$ cat config.mk
export PLATFORM = sky130hd
export DESIGN_NAME = lane_position_steering
export DESIGN_NICKNAME = d
export VERILOG_FILES = /design/src/design/lps_pkg.sv /design/src/design/lane_position_steering.sv /design/src/design/lps_classify.sv /design/src/design/lps_state.sv
export SDC_FILE = /design/constraint.sdc
export NUM_CORES = 1
export LEC_CHECK = 0
export BUFFER_PORTS_ARGS = -buffer_cell sky130_fd_sc_hd__buf_2
export CAP_MARGIN = 20
export CORE_MARGIN = 2
export CORE_UTILIZATION = 49
export CTS_CLUSTER_SIZE = 14
export DETAILED_ROUTE_END_ITERATION = 7
export GPL_ROUTABILITY_DRIVEN = 0
export GPL_TIMING_DRIVEN = 0
export PLACE_DENSITY = 0.69
export SLEW_MARGIN = 20
export SYNTH_ARGS = -nofsm -noshare
export SYNTH_HDL_FRONTEND = slang
export SYNTH_SLANG_ARGS = --single-unit
$ cat constraint.sdc
create_clock -name clk -period 4.7 [get_ports clk]
set_input_delay 0.235 -clock clk [delete_from_list [all_inputs] [get_ports clk]]
set_output_delay 0.235 -clock clk [all_outputs]
set_load 0.02 [all_outputs]
$ cat src/design/lps_pkg.sv
// ----------------------------------------------------------------------------
// lps_pkg
// Shared types, constants and drive tables for the lane position steering
// block.
// ----------------------------------------------------------------------------
package lps_pkg;

  localparam int SENSOR_COUNT = 7;
  localparam int SAMPLE_W     = 12;
  localparam int POS_W        = 4;
  localparam int WIN_W        = 3;
  localparam int DUTY_W       = 10;
  localparam int TAIL_W       = 3;
  localparam int CFG_IDX_W    = 2;

  localparam int IN_DATA_W    = 88;
  localparam int OUT_DATA_W   = 32;

  localparam logic [POS_W-1:0] NO_POSITION   = 4'd8;
  localparam logic [POS_W-1:0] POS_RST       = 4'd0;

  localparam logic [SAMPLE_W-1:0] LOST_LEVEL_RST    = 12'd950;
  localparam logic [SAMPLE_W-1:0] WEAK_LEVEL_RST    = 12'd1300;
  localparam logic [SAMPLE_W-1:0] PRESENT_LEVEL_RST = 12'd1301;
  localparam logic [SAMPLE_W-1:0] STRONG_LEVEL_RST  = 12'd1400;

  typedef enum logic [TAIL_W-1:0] {
    TAIL_FWD   = 3'd0,
    TAIL_LEFT  = 3'd2,
    TAIL_RIGHT = 3'd3,
    TAIL_STOP  = 3'd4
  } tail_mode_t;

  typedef enum logic [CFG_IDX_W-1:0] {
    CFG_LOST_LEVEL    = 2'd0,
    CFG_WEAK_LEVEL    = 2'd1,
    CFG_PRESENT_LEVEL = 2'd2,
    CFG_STRONG_LEVEL  = 2'd3
  } cfg_index_t;

  typedef logic [SENSOR_COUNT-1:0][SAMPLE_W-1:0] samples_t;

  typedef struct packed {
    logic [SAMPLE_W-1:0] lost_level;
    logic [SAMPLE_W-1:0] weak_level;
    logic [SAMPLE_W-1:0] present_level;
    logic [SAMPLE_W-1:0] strong_level;
  } levels_t;

  typedef struct packed {
    logic             lost;
    logic             all_weak;
    logic             hit;
    logic [WIN_W-1:0] winner;
  } class_t;

  typedef struct packed {
    logic              indicator;
    tail_mode_t        tail_mode;
    logic [DUTY_W-1:0] right_duty;
    logic [DUTY_W-1:0] left_duty;
    logic              lost;
    logic [POS_W-1:0]  position;
  } result_t;

  function automatic logic [DUTY_W-1:0] left_duty_f(input logic [WIN_W-1:0] pos);
    logic [DUTY_W-1:0] d;
    case (pos)
      3'd0:    d = 10'd950;
      3'd1:    d = 10'd900;
      3'd2:    d = 10'd800;
      3'd3:    d = 10'd780;
      3'd4:    d = 10'd800;
      3'd5:    d = 10'd758;
      3'd6:    d = 10'd680;
      default: d = '0;
    endcase
    return d;
  endfunction

  function automatic logic [DUTY_W-1:0] right_duty_f(input logic [WIN_W-1:0] pos);
    logic [DUTY_W-1:0] d;
    case (pos)
      3'd0:    d = 10'd600;
      3'd1:    d = 10'd640;
      3'd2:    d = 10'd700;
      3'd3:    d = 10'd705;
      3'd4:    d = 10'd720;
      3'd5:    d = 10'd850;
      3'd6:    d = 10'd920;
      default: d = '0;
    endcase
    return d;
  endfunction

  function automatic tail_mode_t tail_mode_f(input logic [WIN_W-1:0] pos);
    tail_mode_t t;
    case (pos)
      3'd0, 3'd1, 3'd2: t = TAIL_RIGHT;
      3'd3:             t = TAIL_FWD;
      3'd4, 3'd5, 3'd6: t = TAIL_LEFT;
      default:          t = TAIL_STOP;
    endcase
    return t;
  endfunction

endpackage

$ cat src/design/lane_position_steering.sv
// ----------------------------------------------------------------------------
// lane_position_steering
// Magnet sensor lane tracking: classifies each frame of seven samples and
// drives the motor duties and tail-light mode.
//
// channel  dir  payload
// in_*     in   seven samples and run flag, one frame per word
// out_*    out  position, lost, left/right duty, tail mode, indicator
// cfg_*    in   lost, weak, present and strong levels
//
// One word per cycle sustained while out_tready stays high; a word passes the input
// register, classify and update, and the result register.
// Synchronous active-low reset restores levels and state, empties both stages.
// A stalled result stage keeps the input stage filled; in_tready drops only
// when both stages hold a word.
// ----------------------------------------------------------------------------
module lane_position_steering (
  input  logic                             clk,
  input  logic                             rst_n,
  input  logic                             in_tvalid,
  output logic                             in_tready,
  // sample_0[11:0] .. sample_6[83:72], running[84], zero pad
  input  logic [lps_pkg::IN_DATA_W-1:0]    in_tdata,
  output logic                             out_tvalid,
  input  logic                             out_tready,
  // position[3:0], lost[4], left_duty[14:5], right_duty[24:15],
  // tail_mode[27:25], indicator[28], zero pad
  output logic [lps_pkg::OUT_DATA_W-1:0]   out_tdata,
  input  logic                             cfg_we,
  input  logic [lps_pkg::CFG_IDX_W-1:0]    cfg_index,
  input  logic [lps_pkg::SAMPLE_W-1:0]     cfg_wdata
);

  localparam int SAMPLES_W = lps_pkg::SENSOR_COUNT * lps_pkg::SAMPLE_W;
  localparam int RES_W     = $bits(lps_pkg::result_t);

  lps_pkg::levels_t  levels_r;
  logic              s1_valid_r;
  lps_pkg::samples_t s1_samples_r;
  logic              s1_running_r;
  logic              out_valid_r, out_valid_nxt;
  lps_pkg::result_t  out_res_r;
  lps_pkg::class_t   cls;
  lps_pkg::result_t  res;
  logic              adv;

  assign adv       = s1_valid_r && (!out_valid_r || out_tready);
  assign in_tready = !s1_valid_r || adv;

  always_ff @(posedge clk) begin
    if (!rst_n) begin
      levels_r.lost_level    <= lps_pkg::LOST_LEVEL_RST;
      levels_r.weak_level    <= lps_pkg::WEAK_LEVEL_RST;
      levels_r.present_level <= lps_pkg::PRESENT_LEVEL_RST;
      levels_r.strong_level  <= lps_pkg::STRONG_LEVEL_RST;
    end else if (cfg_we) begin
      case (lps_pkg::cfg_index_t'(cfg_index))
        lps_pkg::CFG_LOST_LEVEL:    levels_r.lost_level    <= cfg_wdata;
        lps_pkg::CFG_WEAK_LEVEL:    levels_r.weak_level    <= cfg_wdata;
        lps_pkg::CFG_PRESENT_LEVEL: levels_r.present_level <= cfg_wdata;
        lps_pkg::CFG_STRONG_LEVEL:  levels_r.strong_level  <= cfg_wdata;
        default: ;
      endcase
    end
  end

  always_ff @(posedge clk) begin
    if (!rst_n) begin
      s1_valid_r <= 1'b0;
    end else if (in_tready) begin
      s1_valid_r <= in_tvalid;
    end
  end

  always_ff @(posedge clk) begin
    if (in_tvalid && in_tready) begin
      s1_samples_r <= in_tdata[SAMPLES_W-1:0];
      s1_running_r <= in_tdata[SAMPLES_W];
    end
  end

  lps_classify u_classify (
    .samples (s1_samples_r),
    .levels  (levels_r),
    .cls     (cls)
  );

  lps_state u_state (
    .clk     (clk),
    .rst_n   (rst_n),
    .adv     (adv),
    .cls     (cls),
    .running (s1_running_r),
    .res     (res)
  );

  always_comb begin
    out_valid_nxt = out_valid_r;
    if (adv) begin
      out_valid_nxt = 1'b1;
    end else if (out_tready) begin
      out_valid_nxt = 1'b0;
    end
  end

  always_ff @(posedge clk) begin
    if (!rst_n) begin
      out_valid_r <= 1'b0;
    end else begin
      out_valid_r <= out_valid_nxt;
    end
  end

  always_ff @(posedge clk) begin
    if (adv) begin
      out_res_r <= res;
    end
  end

  assign out_tvalid = out_valid_r;
  assign out_tdata  = {{(lps_pkg::OUT_DATA_W - RES_W){1'b0}}, out_res_r};

  a_no_drop: assert property (@(posedge clk) disable iff (!rst_n)
    s1_valid_r && !adv |=> s1_valid_r && $stable(s1_samples_r))
    else $error("input stage word lost while stalled");

  a_out_follows: assert property (@(posedge clk) disable iff (!rst_n)
    adv |=> out_tvalid)
    else $error("advanced word not presented");

  a_full_stall: assert property (@(posedge clk) disable iff (!rst_n)
    s1_valid_r && out_valid_r && !out_tready |-> !in_tready)
    else $error("accepted a word with both stages full");

endmodule

$ cat src/design/lps_classify.sv
// ----------------------------------------------------------------------------
// lps_classify
// Frame classification: lost and weak checks and the sensor priority cascade.
// ----------------------------------------------------------------------------
module lps_classify (
  input  lps_pkg::samples_t samples,
  input  lps_pkg::levels_t  levels,
  output lps_pkg::class_t   cls
);

  logic [lps_pkg::SENSOR_COUNT-1:0] below_lost;
  logic [lps_pkg::SENSOR_COUNT-1:0] below_weak;
  logic [lps_pkg::SENSOR_COUNT-1:0] above_strong;
  logic [lps_pkg::SENSOR_COUNT-1:0] present;
  logic [lps_pkg::SENSOR_COUNT-1:0] sel;

  always_comb begin
    for (int k = 0; k < lps_pkg::SENSOR_COUNT; k++) begin
      below_lost[k]   = samples[k] < levels.lost_level;
      below_weak[k]   = samples[k] < levels.weak_level;
      above_strong[k] = samples[k] > levels.strong_level;
      present[k]      = samples[k] > levels.present_level;
    end
  end

  // differences against the center sensor reduce to plain sample compares
  always_comb begin
    sel[0] = above_strong[0] | (present[0] & (samples[0] > samples[1]));
    sel[1] = above_strong[1] | (present[1] & ((samples[1] > samples[3]) |
                                              (samples[1] < samples[2])));
    sel[2] = above_strong[2] | (present[2] & (samples[2] > samples[3]));
    sel[3] = above_strong[3] | (present[3] & ((samples[2] < samples[3]) |
                                              (samples[4] < samples[3])));
    sel[4] = above_strong[4] | (present[4] & ((samples[4] > samples[3]) |
                                              (samples[4] > samples[5])));
    sel[5] = above_strong[5] | (present[5] & ((samples[5] > samples[3]) |
                                              (samples[5] > samples[6])));
    sel[6] = above_strong[6] | (present[6] & (samples[6] > samples[3]));
  end

  always_comb begin
    cls.lost     = |below_lost;
    cls.all_weak = &below_weak;
    cls.hit      = |sel;
    cls.winner   = '0;
    for (int k = lps_pkg::SENSOR_COUNT - 1; k >= 0; k--) begin
      if (sel[k]) begin
        cls.winner = lps_pkg::WIN_W'(k);
      end
    end
  end

endmodule

$ cat src/design/lps_state.sv
// ----------------------------------------------------------------------------
// lps_state
// Position, held position, indicator and drive registers, and the result
// word built from their next values.
// ----------------------------------------------------------------------------
module lps_state (
  input  logic              clk,
  input  logic              rst_n,
  input  logic              adv,
  input  lps_pkg::class_t   cls,
  input  logic              running,
  output lps_pkg::result_t  res
);

  logic [lps_pkg::POS_W-1:0]  cur_pos_r,   cur_pos_nxt;
  logic [lps_pkg::POS_W-1:0]  held_pos_r,  held_pos_nxt;
  logic                       indicator_r, indicator_nxt;
  logic [lps_pkg::DUTY_W-1:0] left_r,      left_nxt;
  logic [lps_pkg::DUTY_W-1:0] right_r,     right_nxt;
  lps_pkg::tail_mode_t        tail_r,      tail_nxt;

  always_comb begin
    cur_pos_nxt   = cur_pos_r;
    held_pos_nxt  = held_pos_r;
    indicator_nxt = indicator_r;
    if (!cls.lost) begin
      if (cls.all_weak) begin
        cur_pos_nxt   = held_pos_r;
        indicator_nxt = 1'b0;
      end else if (cls.hit) begin
        cur_pos_nxt   = {1'b0, cls.winner};
        held_pos_nxt  = {1'b0, cls.winner};
        indicator_nxt = 1'b1;
      end
    end
  end

  always_comb begin
    left_nxt  = left_r;
    right_nxt = right_r;
    tail_nxt  = tail_r;
    if (cls.lost || !running) begin
      left_nxt  = '0;
      right_nxt = '0;
      tail_nxt  = lps_pkg::TAIL_STOP;
    end else if (cur_pos_nxt < lps_pkg::POS_W'(lps_pkg::SENSOR_COUNT)) begin
      left_nxt  = lps_pkg::left_duty_f(cur_pos_nxt[lps_pkg::WIN_W-1:0]);
      right_nxt = lps_pkg::right_duty_f(cur_pos_nxt[lps_pkg::WIN_W-1:0]);
      tail_nxt  = lps_pkg::tail_mode_f(cur_pos_nxt[lps_pkg::WIN_W-1:0]);
    end
  end

  always_ff @(posedge clk) begin
    if (!rst_n) begin
      cur_pos_r   <= lps_pkg::POS_RST;
      held_pos_r  <= lps_pkg::NO_POSITION;
      indicator_r <= 1'b0;
      left_r      <= '0;
      right_r     <= '0;
      tail_r      <= lps_pkg::TAIL_STOP;
    end else if (adv) begin
      cur_pos_r   <= cur_pos_nxt;
      held_pos_r  <= held_pos_nxt;
      indicator_r <= indicator_nxt;
      left_r      <= left_nxt;
      right_r     <= right_nxt;
      tail_r      <= tail_nxt;
    end
  end

  always_comb begin
    res.position   = cur_pos_nxt;
    res.lost       = cls.lost;
    res.left_duty  = left_nxt;
    res.right_duty = right_nxt;
    res.tail_mode  = tail_nxt;
    res.indicator  = indicator_nxt;
  end

  a_lost_stops: assert property (@(posedge clk) disable iff (!rst_n)
    adv && cls.lost |=> tail_r == lps_pkg::TAIL_STOP && left_r == '0 && right_r == '0)
    else $error("lost frame did not stop the drive");

  a_held_range: assert property (@(posedge clk) disable iff (!rst_n)
    held_pos_r < lps_pkg::POS_W'(lps_pkg::SENSOR_COUNT) || held_pos_r == lps_pkg::NO_POSITION)
    else $error("held position out of range");

  a_idle_hold: assert property (@(posedge clk) disable iff (!rst_n)
    !adv |=> $stable(cur_pos_r) && $stable(held_pos_r) && $stable(indicator_r))
    else $error("state changed without a word");

  a_ind_hit: assert property (@(posedge clk) disable iff (!rst_n)
    adv && $past(adv) && !indicator_r && indicator_nxt |-> cls.hit && !cls.lost)
    else $error("indicator set without a match");

endmodule

==> results of run 1 <==
[synthesized netlist by cell type (6+ instances only)]
master,number
o22ai_1,6
o21ai_1,9
o21bai_1,9
a22oi_1,6
edfxtp_1,114
a21o_1,50
o21a_1,18
nor4_1,7
nor2_1,51
clkbuf_1,20
a211o_1,6
inv_1,123
and4_1,6
dfxtp_1,82
a2111oi_0,10
nor3b_1,7
nand2b_1,10
nor3_1,21
and3_1,16
ha_1,429
a31oi_1,7
o211ai_1,56
a211oi_1,24
o31a_1,6
nor2b_1,27
o21ai_0,55
nand2_1,155
and2_1,6
nand4_1,67
nand3_1,42
a21oi_1,175
[cell type report]
type,count,area (µm²)
inverters,128,492
well taps,448,561
clock buffers,19,454
repair buffers,223,1590
clock inverters,13,156
flip-flops and latches,196,5060
fillers,2868,14000
diodes,2,5.00
plain buffers,32,178
multi-input cells,1366,10900
[kinds of logic (layout without fill, tap and decap cells)]
kind of cell             Yosys count  after routing
AO/OA/AOI/OAI                    495            495
XOR/XNOR                           1              1
adder cells (fa/ha/maj)          429            429
buffers and inverters            160            415
flip-flops                       196            196
multiplexers                       3              3
other                              1              5
AND/OR/NAND/NOR                  435            435
[layer usage]
metal  wire length (µm)  track usage, %  share of wire (%)
met1              22100            37.8                 41
met2              23900            48.9                 45
met3               3920            5.25                7.3
met4               3710            18.9                6.9
met5                  0               0                  0
[final timing paths]
kind	depth (start not counted)	end	start	slack, ps
setup / recovery	15	out_tdata[21]	levels_r[18]	160
setup reg to reg	15	out_tdata[21]	levels_r[18]	160
hold / removal	3	levels_r[32]	cfg_wdata[8]	40
hold reg to reg	2	u_state.held_pos_r[3]	u_state.held_pos_r[3]	450
[critical path: cells and delay by family, from the launching register on]
family / cells / cell delay (ps)
flops: 1 / 320
fa+ha+maj: 1 / 370
buf+inv: 3 / 790
compound gates: 7 / 1840
simple gates: 4 / 960
[registers in the layout (all words and copies together), names as in the netlist, 3 cells and up]
signal              count
u_state.held_pos_r      4
s1_samples_r           84
u_state.tail_r          3
u_state.cur_pos_r       4
u_state.left_r         10
u_state.right_r        10
out_tdata              29
levels_r               48
[stage by stage]
stage | area (µm²) | power, mW | util, %
finish | 19400 | 4.69 | 58.1
global route | 19400 | 4.91 | 58.1
CTS | 19400 | 4.67 | 58.0
detailed placement | 17900 | 3.09 | 53.6
global placement | 17900 | 3.03 | 53.4
floorplan | 16600 | 2.71 | -
[repair_timing]
action / 4_1_cts / 5_1_grt
setup endpoints to repair: 0 / 24
setup buffers: 0 / 1
hold buffers: 86 / 0
endpoints found under the hold margin: 86 / 0
gates resized for setup: 0 / 4
[report_power, final]
part	switching [mW]	total [mW]	internal (mW)
Sequential	0.126	2.02	1.90
Clock	0.789	1.54	0.751
Combinational	0.649	1.12	0.475
==> summary.md, run 1 <==
| Metric | Value |
|---|---|
| Outcome | complete, no violations |
| Global-route wire length before repair | 80600 µm |
| Hold WC Path Type | in2reg |
| H-tree depth | 4 |
| Worst Max-Slew Pin Slew | 876 ps |
| Area Growth Syn to Fin | 16.9% |
| Vias in the first global route | 14.4k |
| Share of cells above drive strength 1 | 10.6% |
| Ys async rst share | 0% |
| PD cells | 241 mW/mm² |
| Warnings from Yosys | 0 |
| Multiplexer area fraction after synthesis | 0.181% |
| Final setup fails | 0 |
| Setup Skew | 26.5 ps |
| CP max-delay cell | inv_1 |
| Clk_lat worst skew | 490 ps |
| Layout net count | 2500 |
| Clock period minus worst slack | 4540 ps |
| DR vias | 15.0k |
| Core Box Area | 0.0334 mm² |
| Post-DP HPWL | 38800 µm |
| Number of synthesized flops with an enable pin | 114 |
| Fin cells | 2427 |
| Pin count of the biggest net entering global routing | 57 |
| Initial antenna violation count | 0 |
| PortBufs | 134 |
| Die W | 188 µm |
| GR Overflow Total | 0 |
| Most used flip-flop cell after synthesis | edfxtp_1 |
| Commonest non-fill, non-tap cell in the layout | ha_1 |
| All-layer global routing usage | 30.3% |
| RSZ-0062 raised after global routing | true |
| Critical Path Max Stage Delay | 550 ps |
| Netlist Area Pre-Place | 0.0166 mm² |
| Startpoint types | flip-flop |
| CTS Sinks | 196 |
| Post-synthesis register bit count | 196 |
| Vias per std cell | 6.19 |
| Area leader, netlist | ha_1 |
| Crit Path Class | reg2reg |
| Initial core utilization | 49.7% |
| Antenna Nets Post-Route | 0 |
| Fmax | 220 MHz |
| Period utilization | 96.6% |
| Pre-antenna DRT Iters | 8 |
| Pre-CTS WS | 104 ps |
| Synth top area share | 32.3% |
| Main combinational cell family by area after synthesis | adder cells |
| # DRC | 0 |
| Post-Synthesis Cells | 1720 |
| Count of pins over their slew limit | 0 |
| Final WL | 53700 µm |
| Root buffer cell | clkbuf_16 |
| Min Hold Slack | 40.2 ps |
| Row count | 67 |
| Initial DRC count | 1160 |
| Fin worst setup slack | 158 ps |
| Placed Cells incl. Taps | 2306 |
| Post-synthesis compound-gate area fraction | 19.7% |
| Crit-path cells | inv_1 -> ha_1 -> and3_1 -> a221o_1 -> a221oi_1 -> o21ai_1 -> a311oi_4 -> nand3_2 -> o211ai_1 -> o211a_1 -> buf_6 -> inv_6 -> nor3_1 -> a31oi_1 -> and3_1 |
| Die Ht | 188 µm |
| Io pins | 141 |
| Total Die Area | 0.0354 mm² |
| WL/cell | 22.1 µm |
| CTS tree | done |
| CTS Buf Count | 17 |
| Netlist cell types | 87 |
| CP most frequent cell | and3_1 |
| Critical Path Sink Type | flip-flop |
| Most frequent cells in the layout | ha_1, a21oi_1, nand2_1 |
| CP max FO | 9 |
| Worst Path Arrival | 4770 ps |
| Worst-path clk slew | 100 ps |
| Mean Syn Cell Area | 9.67 µm² |
| Fin. Hold Viols | 0 |
| Synth top area cells | ha_1, edfxtp_1, dfxtp_1, a21oi_1, nand2_1 |
| Setup TNS | 0 ps |
| Adder-cell share of the synthesized area | 32.3% |
| Post-synthesis sequential area ratio | 30.5% |
| Post-Synth XOR/XNOR Area | 0.0527% |
| Synth Area in Simple Gates | 13.3% |
| CTS Buffer Depth | 2 |
| Peak supply drop | 0.281 mV |
| Slew headroom | 41.5% |
| Leak Pwr | 8.82 nW |
| Max Cap Viol | 0 |
| Worst EP required | 4930 ps |
(Power assumes the default switching activity.)
==> run 2, diff against run 1 <==
- CELL_PAD_IN_SITES_DETAIL_PLACEMENT: not set -> 2
- CELL_PAD_IN_SITES_GLOBAL_PLACEMENT: not set -> 2
- CORE_UTILIZATION: 49 -> 39
- PLACE_DENSITY: 0.69 -> 0.83
==> run 2 against run 1 <==
Sequential share of layout area down 0.36 points. Sequential cell count unchanged. Clock-buffer cell count unchanged. Power up 1.5%. Critical endpoint unchanged. Highest routed layer is now met5.
==> summary.md, run 2 (synthesis results as in run 1) <==
| Metric | Value |
|---|---|
| Antenna Nets Post-Route | 0 |
| Hold WC Path Type | in2reg |
| Number of flip-flops under the largest register name | 84 |
| Die Ht | 210 µm |
| Io pins | 141 |
| Area occupied by multi-input gates | 0.0110 mm² |
| Global-route wire length before repair | 105000 µm |
| Net Sw Frac | 34.7% |
| Total Die Area | 0.0443 mm² |
| Initial antenna violation count | 2 |
| Peak supply drop | 0.256 mV |
| Pre-CTS WS | -413 ps |
| Power Internal | 3.10 mW |
| Worst reg2reg setup slack | 150 ps |
| Die W | 210 µm |
| Fill count | 4489 |
| Final setup fails | 0 |
| Switching power | 1.65 mW |
| Leak Pwr | 8.87 nW |
| Critical Path Max Stage Delay | 470 ps |
| Beginning of the worst hold path | cfg_wdata[4] |
| Vias in the first global route | 17.3k |
| Outcome | complete, no violations |
| CTS tree | done |
| Startpoint types | flip-flop |
| Period utilization | 96.8% |
| Ant diodes | 0 |
| Area Growth Syn to Fin | 18.5% |
| PortBufs | 134 |
| Min Hold Slack | 44.3 ps |
| CP max FO | 10 |
| Crit Path Class | reg2reg |
| Root buffer cell | clkbuf_16 |
| Worst EP required | 4960 ps |
| Clk_lat worst skew | 500 ps |
| Max Cap Viol | 0 |
| Initial DRC count | 967 |
| Vias per std cell | 6.20 |
| Row count | 75 |
| CP most frequent cell | a21oi_1 |
| Crit-path cells | clkinvlp_4 -> ha_1 -> a21oi_1 -> a21oi_1 -> a2111oi_0 -> a21oi_1 -> nor4_4 -> nand4bb_4 -> nor2_4 -> nor2b_1 -> a21oi_4 -> inv_2 -> nor3_2 -> a31oi_1 -> and3_1 |
| Setup Skew | 14.9 ps |
| All-layer global routing usage | 32.1% |
| Critical Path Sink Type | flip-flop |
| Post-DP HPWL | 53900 µm |
| Worst r2r src | levels_r[30] |
| Commonest non-fill, non-tap cell in the layout | ha_1 |
| CTS Sinks | 196 |
| PD cells | 241 mW/mm² |
| Clock period minus worst slack | 4550 ps |
| Clock power frac | 31.0% |
| Core Box Area | 0.0420 mm² |
| CTS Buf Count | 17 |
| Most frequent cells in the layout | ha_1, a21oi_1, nand2_1 |
| GR Overflow Total | 0 |
| Reg with most FFs | s1_samples_r |
| Slew headroom | 45.4% |
| Worst-path clk slew | 80 ps |
| Fmax | 220 MHz |
| Worst Max-Slew Pin Slew | 812 ps |
| Count of pins over their slew limit | 0 |
| WL/cell | 27.8 µm |
| Pre-antenna DRT Iters | 7 |
| Final WL | 70300 µm |
| Fin worst setup slack | 148 ps |
| Crit path from | levels_r[30] |
| H-tree depth | 4 |
| Share of power burned in registers | 42.9% |
| Combinational share of power | 26.2% |
| Share of cells above drive strength 1 | 11.4% |
| Layout net count | 2515 |
| Worst Path Arrival | 4810 ps |
| Top Family by Delay on Critical Path | simple AND/OR/NAND/NOR gates |
| Pin count of the biggest net entering global routing | 57 |
| Reg area | 0.00506 mm² |
| CP max-delay cell | ha_1 |
| CTS Buffer Depth | 2 |
| Initial core utilization | 39.5% |
| Worst path bufs/invs | 2 |
| # DRC | 0 |
| Fin. Hold Viols | 0 |
| DR vias | 15.7k |
[run 2: metal layers]
layer | track usage (%) | vias to the layer above | share of wire, % | routed length (µm)
met5 | 0 | - | 0.014 | 10
met4 | 13.3 | 2 | 3.8 | 2660
met3 | 5.33 | 142 | 5.8 | 4050
met2 | 54.2 | 443 | 47 | 33200
met1 | 40.6 | 7989 | 43 | 30400
li1 | - | 7114 | - | -
[run 2: worst paths after layout]
check,to,cells past startpoint
hold reg to reg,u_state.held_pos_r[3],2
hold / removal,levels_r[16],3
setup / recovery,out_tdata[21],15
setup reg to reg,out_tdata[21],15
[run 2: power by group through the flow]
stage,combinational (mW),sequential [mW],clock [mW]
after floorplan,0.698,2.01,0
after global placement,1.00,2.08,0
after detailed placement,1.13,2.07,0
after CTS,1.20,2.04,1.51
after global routing,1.38,2.04,1.56
final,1.24,2.04,1.47
[run 2: cell type report]
| class | instances | share of cell area [%] |
|---|---|---|
| Inverter | 128 | 2.53 |
| Tap cell | 539 | 3.42 |
| Timing Repair Buffer | 238 | 8.75 |
| Clock buffer | 19 | 2.20 |
| Multi-Input combinational cell | 1366 | 55.8 |
| Buffer | 32 | 0.902 |
| Sequential cell | 196 | 25.7 |
| Clock inverter | 13 | 0.711 |
[run 2: repair_timing]
item,in CTS,in global routing
hold buffers,93,0
resized for setup,6,13
setup buffers,0,9
hold endpoints to repair,103,0
setup endpoints to repair,45,27
pin swaps,0,0
cloned,0,0
[run 2: worst min-delay path, stage by stage]
cell and delay (ps):
buf_2 130, nand2_1 60, o211ai_1 80
[run 2: through the flow]
step	power (mW)	utilization [%]	instance area (µm²)	cells	TNS [ps]
6_report	4.76	46.9	19700	2531	0
4_1_cts	4.75	46.6	19600	2522	0
3_5_place_dp	3.20	42.9	18000	2397	-5400
2_1_floorplan	2.71	-	16600	1722	0
3_3_place_gp	3.08	42.8	18000	2395	-17260
5_1_grt	4.98	46.9	19700	2531	-14.8
